<file path="src/rtl/awt_pkg.sv">
package awt_pkg;

    localparam logic [7:0] CHAR_NUL     = 8'h00;
    localparam logic [7:0] CHAR_APOS    = 8'h27;
    localparam logic [7:0] CHAR_COMMA   = 8'h2C;
    localparam logic [7:0] CHAR_HYPHEN  = 8'h2D;
    localparam logic [7:0] CHAR_PERIOD  = 8'h2E;
    localparam logic [7:0] CHAR_DIGIT_0 = 8'h30;
    localparam logic [7:0] CHAR_DIGIT_9 = 8'h39;
    localparam logic [7:0] CHAR_UPPER_A = 8'h41;
    localparam logic [7:0] CHAR_UPPER_Z = 8'h5A;
    localparam logic [7:0] CHAR_LOWER_A = 8'h61;
    localparam logic [7:0] CHAR_LOWER_Z = 8'h7A;
    localparam logic [7:0] CASE_OFFSET  = 8'h20;

    typedef struct packed {
        logic [7:0] out_char;
        logic       char_valid;
        logic       token_end;
        logic       text_end;
    } result_t;

    // up to two results written into the queue in one cycle
    typedef struct packed {
        logic [1:0] count;
        result_t    first;
        result_t    second;
    } push_t;

    function automatic logic is_upper(input logic [7:0] b);
        return b inside {[CHAR_UPPER_A:CHAR_UPPER_Z]};
    endfunction

    function automatic logic is_word_byte(input logic [7:0] b);
        return is_upper(b) || (b inside {[CHAR_DIGIT_0:CHAR_DIGIT_9]})
            || (b inside {[CHAR_LOWER_A:CHAR_LOWER_Z]});
    endfunction

    function automatic logic is_joiner(input logic [7:0] b);
        return b inside {CHAR_APOS, CHAR_HYPHEN, CHAR_PERIOD, CHAR_COMMA};
    endfunction

    function automatic logic [7:0] to_lower(input logic [7:0] b);
        return is_upper(b) ? b + CASE_OFFSET : b;
    endfunction

    function automatic result_t make_result(input logic [7:0] ch, input logic cv,
                                            input logic te, input logic xe);
        result_t r;
        r.out_char   = ch;
        r.char_valid = cv;
        r.token_end  = te;
        r.text_end   = xe;
        return r;
    endfunction

endpackage

</file>
<file path="src/rtl/awt_in_stage.sv">
module awt_in_stage (
    input  logic       aclk,
    input  logic       aresetn,
    input  logic       s_valid,
    output logic       s_ready,
    input  logic [7:0] s_text_byte,
    input  logic       take,
    output logic       byte_valid,
    output logic [7:0] byte_data
);

    logic       valid_reg, valid_next;
    logic [7:0] byte_reg;

    assign s_ready    = !valid_reg || take;
    assign valid_next = s_ready ? s_valid : valid_reg;

    always_ff @(posedge aclk) begin
        if (!aresetn) begin
            valid_reg <= 1'b0;
        end else begin
            valid_reg <= valid_next;
        end
    end

    always_ff @(posedge aclk) begin
        if (s_valid && s_ready) begin
            byte_reg <= s_text_byte;
        end
    end

    assign byte_valid = valid_reg;
    assign byte_data  = byte_reg;

endmodule

</file>
<file path="src/rtl/awt_token_unit.sv">
module awt_token_unit import awt_pkg::*; #(
    parameter int MAX_TOKEN_LEN = 255
) (
    input  logic       aclk,
    input  logic       aresetn,
    input  logic       fire,
    input  logic [7:0] text_byte,
    output push_t      push
);

    localparam int LEN_W = $clog2(MAX_TOKEN_LEN + 1);
    localparam logic [LEN_W-1:0] LEN_MAX = LEN_W'(MAX_TOKEN_LEN);
    localparam logic [LEN_W-1:0] LEN_ONE = LEN_W'(1);

    logic [7:0]       held_char_reg, held_char_next;
    logic             held_valid_reg, held_valid_next;
    logic [7:0]       conn_char_reg, conn_char_next;
    logic             conn_valid_reg, conn_valid_next;
    logic [LEN_W-1:0] token_len_reg, token_len_next;
    logic [1:0]       res_count;
    result_t          res_first, res_second;
    logic             word_byte;
    logic [7:0]       lower_byte;

    assign word_byte  = is_word_byte(text_byte);
    assign lower_byte = to_lower(text_byte);

    always_comb begin
        held_char_next  = held_char_reg;
        held_valid_next = held_valid_reg;
        conn_char_next  = conn_char_reg;
        conn_valid_next = conn_valid_reg;
        token_len_next  = token_len_reg;
        res_count       = 2'd0;
        res_first       = '0;
        res_second      = '0;

        // resolve the waiting connector with this byte as lookahead
        if (conn_valid_reg) begin
            conn_valid_next = 1'b0;
            conn_char_next  = CHAR_NUL;
            if (word_byte && token_len_reg != '0) begin
                if (token_len_reg < LEN_MAX) begin
                    if (held_valid_reg) begin
                        res_first = make_result(held_char_reg, 1'b1, 1'b0, 1'b0);
                        res_count = 2'd1;
                    end
                    held_char_next  = conn_char_reg;
                    held_valid_next = 1'b1;
                    token_len_next  = token_len_reg + LEN_ONE;
                end
            end else begin
                if (held_valid_reg) begin
                    res_first = make_result(held_char_reg, 1'b1, 1'b1, 1'b0);
                    res_count = 2'd1;
                end
                held_char_next  = CHAR_NUL;
                held_valid_next = 1'b0;
                token_len_next  = '0;
            end
        end

        if (text_byte == CHAR_NUL) begin
            if (held_valid_next) begin
                res_first  = make_result(held_char_next, 1'b1, 1'b1, 1'b0);
                res_second = make_result(CHAR_NUL, 1'b0, 1'b0, 1'b1);
                res_count  = 2'd2;
            end else if (res_count == 2'd0) begin
                res_first = make_result(CHAR_NUL, 1'b0, 1'b0, 1'b1);
                res_count = 2'd1;
            end else begin
                res_second = make_result(CHAR_NUL, 1'b0, 1'b0, 1'b1);
                res_count  = 2'd2;
            end
            held_char_next  = CHAR_NUL;
            held_valid_next = 1'b0;
            conn_char_next  = CHAR_NUL;
            conn_valid_next = 1'b0;
            token_len_next  = '0;
        end else if (word_byte) begin
            if (token_len_next < LEN_MAX) begin
                if (held_valid_next) begin
                    if (res_count == 2'd0) begin
                        res_first = make_result(held_char_next, 1'b1, 1'b0, 1'b0);
                    end else begin
                        res_second = make_result(held_char_next, 1'b1, 1'b0, 1'b0);
                    end
                    res_count = res_count + 2'd1;
                end
                held_char_next  = lower_byte;
                held_valid_next = 1'b1;
                token_len_next  = token_len_next + LEN_ONE;
            end
        end else if (is_joiner(text_byte) && token_len_next != '0) begin
            conn_char_next  = text_byte;
            conn_valid_next = 1'b1;
        end else begin
            if (held_valid_next) begin
                if (res_count == 2'd0) begin
                    res_first = make_result(held_char_next, 1'b1, 1'b1, 1'b0);
                end else begin
                    res_second = make_result(held_char_next, 1'b1, 1'b1, 1'b0);
                end
                res_count = res_count + 2'd1;
            end
            held_char_next  = CHAR_NUL;
            held_valid_next = 1'b0;
            token_len_next  = '0;
        end
    end

    always_ff @(posedge aclk) begin
        if (!aresetn) begin
            held_char_reg  <= CHAR_NUL;
            held_valid_reg <= 1'b0;
            conn_char_reg  <= CHAR_NUL;
            conn_valid_reg <= 1'b0;
            token_len_reg  <= '0;
        end else if (fire) begin
            held_char_reg  <= held_char_next;
            held_valid_reg <= held_valid_next;
            conn_char_reg  <= conn_char_next;
            conn_valid_reg <= conn_valid_next;
            token_len_reg  <= token_len_next;
        end
    end

    assign push.count  = fire ? res_count : 2'd0;
    assign push.first  = res_first;
    assign push.second = res_second;

endmodule

</file>
<file path="src/rtl/awt_result_queue.sv">
module awt_result_queue import awt_pkg::*; (
    input  logic    aclk,
    input  logic    aresetn,
    input  push_t   push,
    output logic    room,
    output logic    m_valid,
    input  logic    m_ready,
    output result_t head
);

    result_t    slot0_reg, slot1_reg;
    logic [1:0] count_reg, count_next;
    logic       pop;

    assign m_valid = count_reg != 2'd0;
    assign pop     = m_valid && m_ready;
    // a push only lands on a queue that is empty or whose last entry is popped in the same cycle
    assign room    = (count_reg == 2'd0) || (count_reg == 2'd1 && pop);
    assign count_next = count_reg - {1'b0, pop} + push.count;

    always_ff @(posedge aclk) begin
        if (!aresetn) begin
            count_reg <= 2'd0;
        end else begin
            count_reg <= count_next;
        end
    end

    always_ff @(posedge aclk) begin
        if (push.count != 2'd0) begin
            slot0_reg <= push.first;
            if (push.count == 2'd2) begin
                slot1_reg <= push.second;
            end
        end else if (pop) begin
            slot0_reg <= slot1_reg;
        end
    end

    assign head = slot0_reg;

endmodule

</file>
<file path="src/rtl/ascii_word_tokenizer_core.sv">
// a byte enters the input register and is resolved into the result queue when it has
// room; a word byte's own result appears once the following byte is resolved
// throughput: one byte per cycle unless m_ready stalls or a byte gives two results
// reset: synchronous active-low aresetn clears the word state, input register and queue
module ascii_word_tokenizer_core import awt_pkg::*; #(
    parameter int MAX_TOKEN_LEN = 255
) (
    input  logic       aclk,
    input  logic       aresetn,
    input  logic       s_valid,
    output logic       s_ready,
    input  logic [7:0] s_text_byte,
    output logic       m_valid,
    input  logic       m_ready,
    output logic [7:0] m_out_char,
    output logic       m_char_valid,
    output logic       m_token_end,
    output logic       m_text_end
);

    logic       byte_valid;
    logic [7:0] byte_data;
    logic       room;
    logic       fire;
    push_t      push;
    result_t    head;

    assign fire = byte_valid && room;

    awt_in_stage u_in_stage (
        .aclk        (aclk),
        .aresetn     (aresetn),
        .s_valid     (s_valid),
        .s_ready     (s_ready),
        .s_text_byte (s_text_byte),
        .take        (fire),
        .byte_valid  (byte_valid),
        .byte_data   (byte_data)
    );

    awt_token_unit #(
        .MAX_TOKEN_LEN (MAX_TOKEN_LEN)
    ) u_token_unit (
        .aclk      (aclk),
        .aresetn   (aresetn),
        .fire      (fire),
        .text_byte (byte_data),
        .push      (push)
    );

    awt_result_queue u_result_queue (
        .aclk    (aclk),
        .aresetn (aresetn),
        .push    (push),
        .room    (room),
        .m_valid (m_valid),
        .m_ready (m_ready),
        .head    (head)
    );

    assign m_out_char   = head.out_char;
    assign m_char_valid = head.char_valid;
    assign m_token_end  = head.token_end;
    assign m_text_end   = head.text_end;

endmodule

</file>
<file path="config.mk">
export PLATFORM = sky130hd
export DESIGN_NAME = ascii_word_tokenizer_core
export DESIGN_NICKNAME = d
export VERILOG_FILES = /design/src/rtl/awt_pkg.sv /design/src/rtl/awt_in_stage.sv /design/src/rtl/awt_token_unit.sv /design/src/rtl/awt_result_queue.sv /design/src/rtl/ascii_word_tokenizer_core.sv
export SDC_FILE = /design/constraint.sdc
export NUM_CORES = 1
export LEC_CHECK = 0
export BUFFER_PORTS_ARGS = -buffer_cell sky130_fd_sc_hd__buf_2
export CORE_MARGIN = 2
export CORE_UTILIZATION = 25
export CTS_BUF_LIST = sky130_fd_sc_hd__clkbuf_4 sky130_fd_sc_hd__clkbuf_8 sky130_fd_sc_hd__clkbuf_16
export CTS_CLUSTER_DIAMETER = 120
export CTS_CLUSTER_SIZE = 16
export DETAILED_ROUTE_END_ITERATION = 12
export PLACE_DENSITY = 0.48
export SLEW_MARGIN = 20
export SYNTH_ARGS = -nofsm -noshare
export SYNTH_HDL_FRONTEND = slang
export SYNTH_SLANG_ARGS = --single-unit
export TNS_END_PERCENT = 1
</file>
<file path="constraint.sdc">
create_clock -name aclk -period 6.7 [get_ports aclk]
set_clock_uncertainty 0.1 [all_clocks]
set_input_delay 0.67 -clock aclk [delete_from_list [all_inputs] [get_ports aclk]]
set_output_delay 0.67 -clock aclk [all_outputs]
set_load 0.02 [all_outputs]
</file>
# [Word-level counts from Yosys, hierarchy flattened]
# Cells that the tools add are included.
[word_totals] reg_bits=59 inputBits=12 out_inout_bits=13 elab_cells=128
[classes] n_addsub=6 magnitude_cmp=8 eq_ne=6 n_mux=68 n_reduce_logical=24
[ops] cell="$mux 11" n=26
[ops] cell="$mux 8" n=19
[ops] cell="$eq 8x6->1 const B" n=4
[ops] cell="$mux 2" n=11
[ops] cell="$add 8x1->8 const B" n=2
[ops] cell="$ge 8x7->1 const B" n=2
[ops] cell="$le 8x7->1 const B" n=2
[ops] cell="$lt 8x8->1 const B" n=2
[ops] cell="$reduce_bool 8->1" n=2
[ops] cell="$mux 1" n=12
[ops] cell="$logic_and 1x1->1" n=9
[ops] cell="$add 8x6->8 const B" n=1
[ops] cell="$ge 8x6->1 const B" n=1
[ops] cell="$le 8x6->1 const B" n=1
[ops] cell="$logic_not 8->1" n=1
[ops] cell="$reduce_bool 2->1" n=3
[ops] cell="$logic_not 2->1" n=2
[ops] cell="$logic_or 1x1->1" n=4
[ops] cell="$reduce_bool 4->1" n=1
[ops] cell="$add 2x1->2 const B" n=1
[ops] cell="$add 2x2->2" n=1
[ops] cell="$eq 2x1->1 const B" n=1
[ops] cell="$eq 2x2->1 const B" n=1
[ops] cell="$reduce_and 2->1" n=1
[ops] cell="2 further kinds" n=2

# [Depth between registers and ports, before layout]
[depth] depth_word=15 depth_mapped=21 mapped_depth_nobuf=20

# [Cells and area by module]
# A second synthesis with hierarchy kept.
[hier_totals] cells_unflattened=372 area_unflattened_um2=3489.6
[by_module_without_submodules] mod="awt_token_unit" n_inst=1 cells_each=306 area_each_um2=2204.6 seq_area_each_um2=520.5
[by_module_without_submodules] mod="awt_result_queue" n_inst=1 cells_each=52 area_each_um2=980.9 seq_area_each_um2=700.7
[by_module_without_submodules] mod="awt_in_stage" n_inst=1 cells_each=13 area_each_um2=297.8 seq_area_each_um2=260.2
[by_module_without_submodules] mod="ascii_word_tokenizer_core" n_inst=1 cells_each=1 area_each_um2=6.3 seq_area_each_um2=0.0

# [Worst setup path after synthesis]
# OpenSTA, ideal clock, no wires.
[synth_timing] path_kind="register to register" start="reg u_token_unit.token_len_reg[0]" end="reg u_result_queue.count_reg[1]" setup_ns=0.072 arrival_ns=4.728 required_ns=6.528 path_slack_ns=1.801 stages_incl_launch_ff=22 n_path_buf=1 period_less_slack_ns=4.899 path_cell_list="dfxtp_1 > inv_1 > ha_1 > or4b_1 > or4_1 > nor4b_1 > nor2_1 > clkbuf_1 > a21oi_1 > ha_1 > o21ai_0 > or4b_1 > a211oi_1 > nand4_1 > a31o_1 > or3_1 > ha_1 > inv_1 > ha_1 > xor2_1 > nand2b_1 > mux2i_1"
[synth_via] elab_chain_cells=11 word_cells_on_any_way=27 cone_classes="add/sub: 3; order compare: 2; mux: 17; reduce/logical: 5"
[synth_rtl] item="from (decl)" line="awt_token_unit.sv:19" text="logic [LEN_W-1:0] token_len_reg, token_len_next;"
[synth_rtl] item="from (signal assigned)" line="awt_token_unit.sv:124" text="token_len_reg <= token_len_next;"
[synth_rtl] item="parallel branches: the longest is 8 deep, another holds $add 8x1->8"
[synth_rtl] item="$mux 2 (*)" line="awt_token_unit.sv:63" text="if (text_byte == CHAR_NUL) begin"
[synth_rtl] item="$mux 2 (*)" line="awt_token_unit.sv:128" text="assign push.count = fire ? res_count : 2'd0;"
[synth_rtl] item="$add 2x2->2 (*)" line="awt_result_queue.sv:19" text="assign count_next = count_reg - {1'b0, pop} + push.count;"
[synth_rtl] item="to (signal assigned)" line="awt_result_queue.sv:25" text="count_reg <= count_next;"
[synth_rtl] item="to (decl)" line="awt_result_queue.sv:12" text="logic [1:0] count_reg, count_next;"
# Mark *: on every way between the ends.
# A chain may end at the register's enable or synchronous reset.

# [Worst setup path after layout]
# Same ends and word-level chain as after synthesis.

==> results.toml <==
[run_status]
outcome = "finished, final reports clean"

[detailed_routing]
drtAntennaViolNets = 0
wl_per_cell_um = 17.5
vias_per_cell = 5.30
drt_pass1_iterations = 5
drt_wl_total_um = 10500
first_iter_violations = 294
route.detailed.drc = 0
vias = 3159

[grt]
grt_start_max_net_pins = 19
grt_pass1_vias = 2957
grt_use_total = 0.136
grt.overflow.total = 0
grt_pass1_wl_um = 16600
grt_antenna_before_repair = 0

[synth]
ys_ff_latch = 59
synth.cell_area_sq_um = 3670
syn_nets = 409
yosysTopAreaCell = "edfxtp_1"
synth_mux_area_frac = 0.0749
synth-compound-area-share = 0.207
netlist.area_leader.share = 0.245
synth_top_family_by_area = "simple AND/OR/NAND/NOR gates"
synth-edff-count = 30
synthArstFlopShare = 0
synthCells = 387
netlist_top_cells_area = "edfxtp_1 25%, dfxtp_1 16%, nor2_1 4.3%"
synth_xor_area_frac = 0.00954
synth-main-ff-cell = "edfxtp_1"
synth_fa_ha_area_frac = 0.0341
synthSimpleGateAreaFrac = 0.228
synth.avg_cell_area_sq_um = 9.49
ys_seq_area_frac = 0.403
yosysWarningCount = 0
synth.distinct_cells = 71

[flow_run]
maxCapViolCount = 0

[finish]
nets = 429
final_area_sq_um = 4260
layout_commonest_cell = "nor2_1"
n_antenna_cell = 0
final_cell_mix = "42 x nor2_1, 30 x edfxtp_1, 29 x dfxtp_1"
drive_gt1_frac = 0.182
synthToLayoutAreaGrowth_pct = 15.9

[clock_network]
cts-htree-levels = 3
clock_sinks = 59
cts_inserted_buffers = 9
cts_resized = 0
clock_latency_ns = 0.34
clk_path_buf_depth = 2
post_cts_buffers = 0
cts-root-buf = "clkbuf_16"
cts_tree = "built"
cts.clk_slew.worst_paths_ns = 0.05
ctsHoldBuffers = 0

[hold_path]
holdPathStages = 2
hold_path.class = "reg2reg"

[timing]
worst_pin_slew_ns = 0.877
maxSlewHeadroom = 0.411
fmax_ghz = 0.184
setup-tns-final_ns = 0
setup_viol = 0
min_period_ns = 5.42
post-route-period-util = 0.809
hold_viol = 0
slew_viol_final = 0
rsz0062_at_grt = "false"

[critical_path]
critical-path-slowest-cell = "nor4b_1"
worstPathRequired_ns = 6.87
reg2reg_depth = 21
crit_end = "u_result_queue.count_reg[1]"
critPathKind = "reg2reg"
startpoint = "u_token_unit.token_len_reg[0]"
crit_top_cell = "ha_1"
regToRegSetupSlack_ns = 1.28
worst_r2r_endpoint = "u_result_queue.count_reg[1]"
critPathLaunchType = "flop"
slowest_delay_ns = 0.62
endpoint_kind = "flop"
worst-endpoint-arrival_ns = 5.59
worstReg2RegStart = "u_token_unit.token_len_reg[0]"
path_max_fanout = 17
crit_chain = "inv_1 -> ha_1 -> or4b_1 -> or4_1 -> nor4b_1 -> nor2_1 -> buf_4 -> nor2_1 -> ha_1 -> o21ai_0 -> or4b_1 -> a211oi_1 -> nand4_1 -> a31o_1 -> or3_1 -> ha_1 -> inv_1 -> ha_1 -> xor2_1 -> nand2b_1 -> mux2i_1"

[die]
die-area_sq_um = 15700
die_x_um = 125
pin_count = 25
start_util = 0.255
rows = 44
core_area_sq_um = 14400
die_h_um = 125

[place]
port_buffers = 24
place_area_sq_um = 3960
dpl.hpwl_um = 7600
gp_congestion = 0.946

[pwr]
total_power_mw = 1.13
powerDensity_nw_per_um2 = 265
leakagePower_nw = 1.60
ir_worst_vdd_mv = 0.169
final cells by class:
| class | count | area (sq um) |
|---|---|---|
| multi-input cells | 292 | 2030 |
| fillers | 1500 | 10200 |
| clock buffers | 14 | 287 |
| clock inverters | 2 | 10.0 |
| repair buffers | 29 | 158 |
| flip-flops and latches | 59 | 1480 |
| well taps | 184 | 230 |
| inverters | 16 | 60.1 |
per-stage QoR:
stage	utilization	instances	hold WS (ns)	setup WS, ns
2_1_floorplan	-	387	0.349	1.80
3_3_place_gp	0.275	580	0.363	1.55
3_5_place_dp	0.275	580	0.368	1.33
4_1_cts	0.295	596	0.376	1.29
5_1_grt	0.295	596	0.399	0.834
6_report	0.295	596	0.378	1.28
worst max-delay path, delay by kind of cell (launching register included):
| kind | cells | cell delay [ns] |
|---|---|---|
| mux | 1 | 0.12 |
| compound gates | 3 | 0.84 |
| simple gates | 9 | 2.39 |
| fa+ha+maj | 4 | 0.91 |
| buf+inv | 3 | 0.38 |
| xor+xnor | 1 | 0.15 |
| flops | 1 | 0.45 |
how the worst min path moves through the flow:
stage                                        startpoint                            end  slack, ns
after floorplan           u_token_unit.held_char_reg[5]  u_token_unit.held_char_reg[5]       0.35
after global placement    u_token_unit.held_char_reg[5]  u_token_unit.held_char_reg[5]       0.36
after detailed placement  u_token_unit.held_char_reg[5]  u_token_unit.held_char_reg[5]       0.37
after CTS                 u_token_unit.held_char_reg[5]  u_token_unit.held_char_reg[5]       0.38
after global routing                     s_text_byte[5]        u_in_stage.byte_data[5]       0.40
final                     u_token_unit.held_char_reg[5]  u_token_unit.held_char_reg[5]       0.38
per-layer routing:
metal  part of all wire  track usage  vias up  wire length [um]
met1               0.48        0.184     1526              5040
met2               0.45        0.210      116              4700
met4              0.015       0.0516        0               155
met5                  0            0        -                 0
met3              0.053       0.0342       11               554
li1                   -            -     1506                 -
cells in the mapped netlist (all sizes together), types with 5 or more instances:
cell	instances
nor2	43
inv	15
nand4	7
dfxtp	29
and2	10
nor3	16
edfxtp	30
o21ai	16
a21oi	20
or2	5
nand3	10
a31oi	8
ha	10
o32ai	5
mux2	12
nand2	28
clkbuf	11
and3	7
nand2b	5
a22o	7
o31ai	6
mux2i	11
buf	9
cell families after synthesis:
logic type / Yosys count
simple gates: 155
mux: 23
fa+ha+maj: 10
flops: 59
compound gates: 100
buf+inv: 36
xor+xnor: 4
where the power goes:
part	internal, mW	total [mW]	switching, mW
Sequential	0.422	0.450	0.0287
Combinational	0.0800	0.229	0.149
Clock	0.293	0.449	0.155
Total	0.795	1.13	0.333
Power figures use the tool's default switching activity.
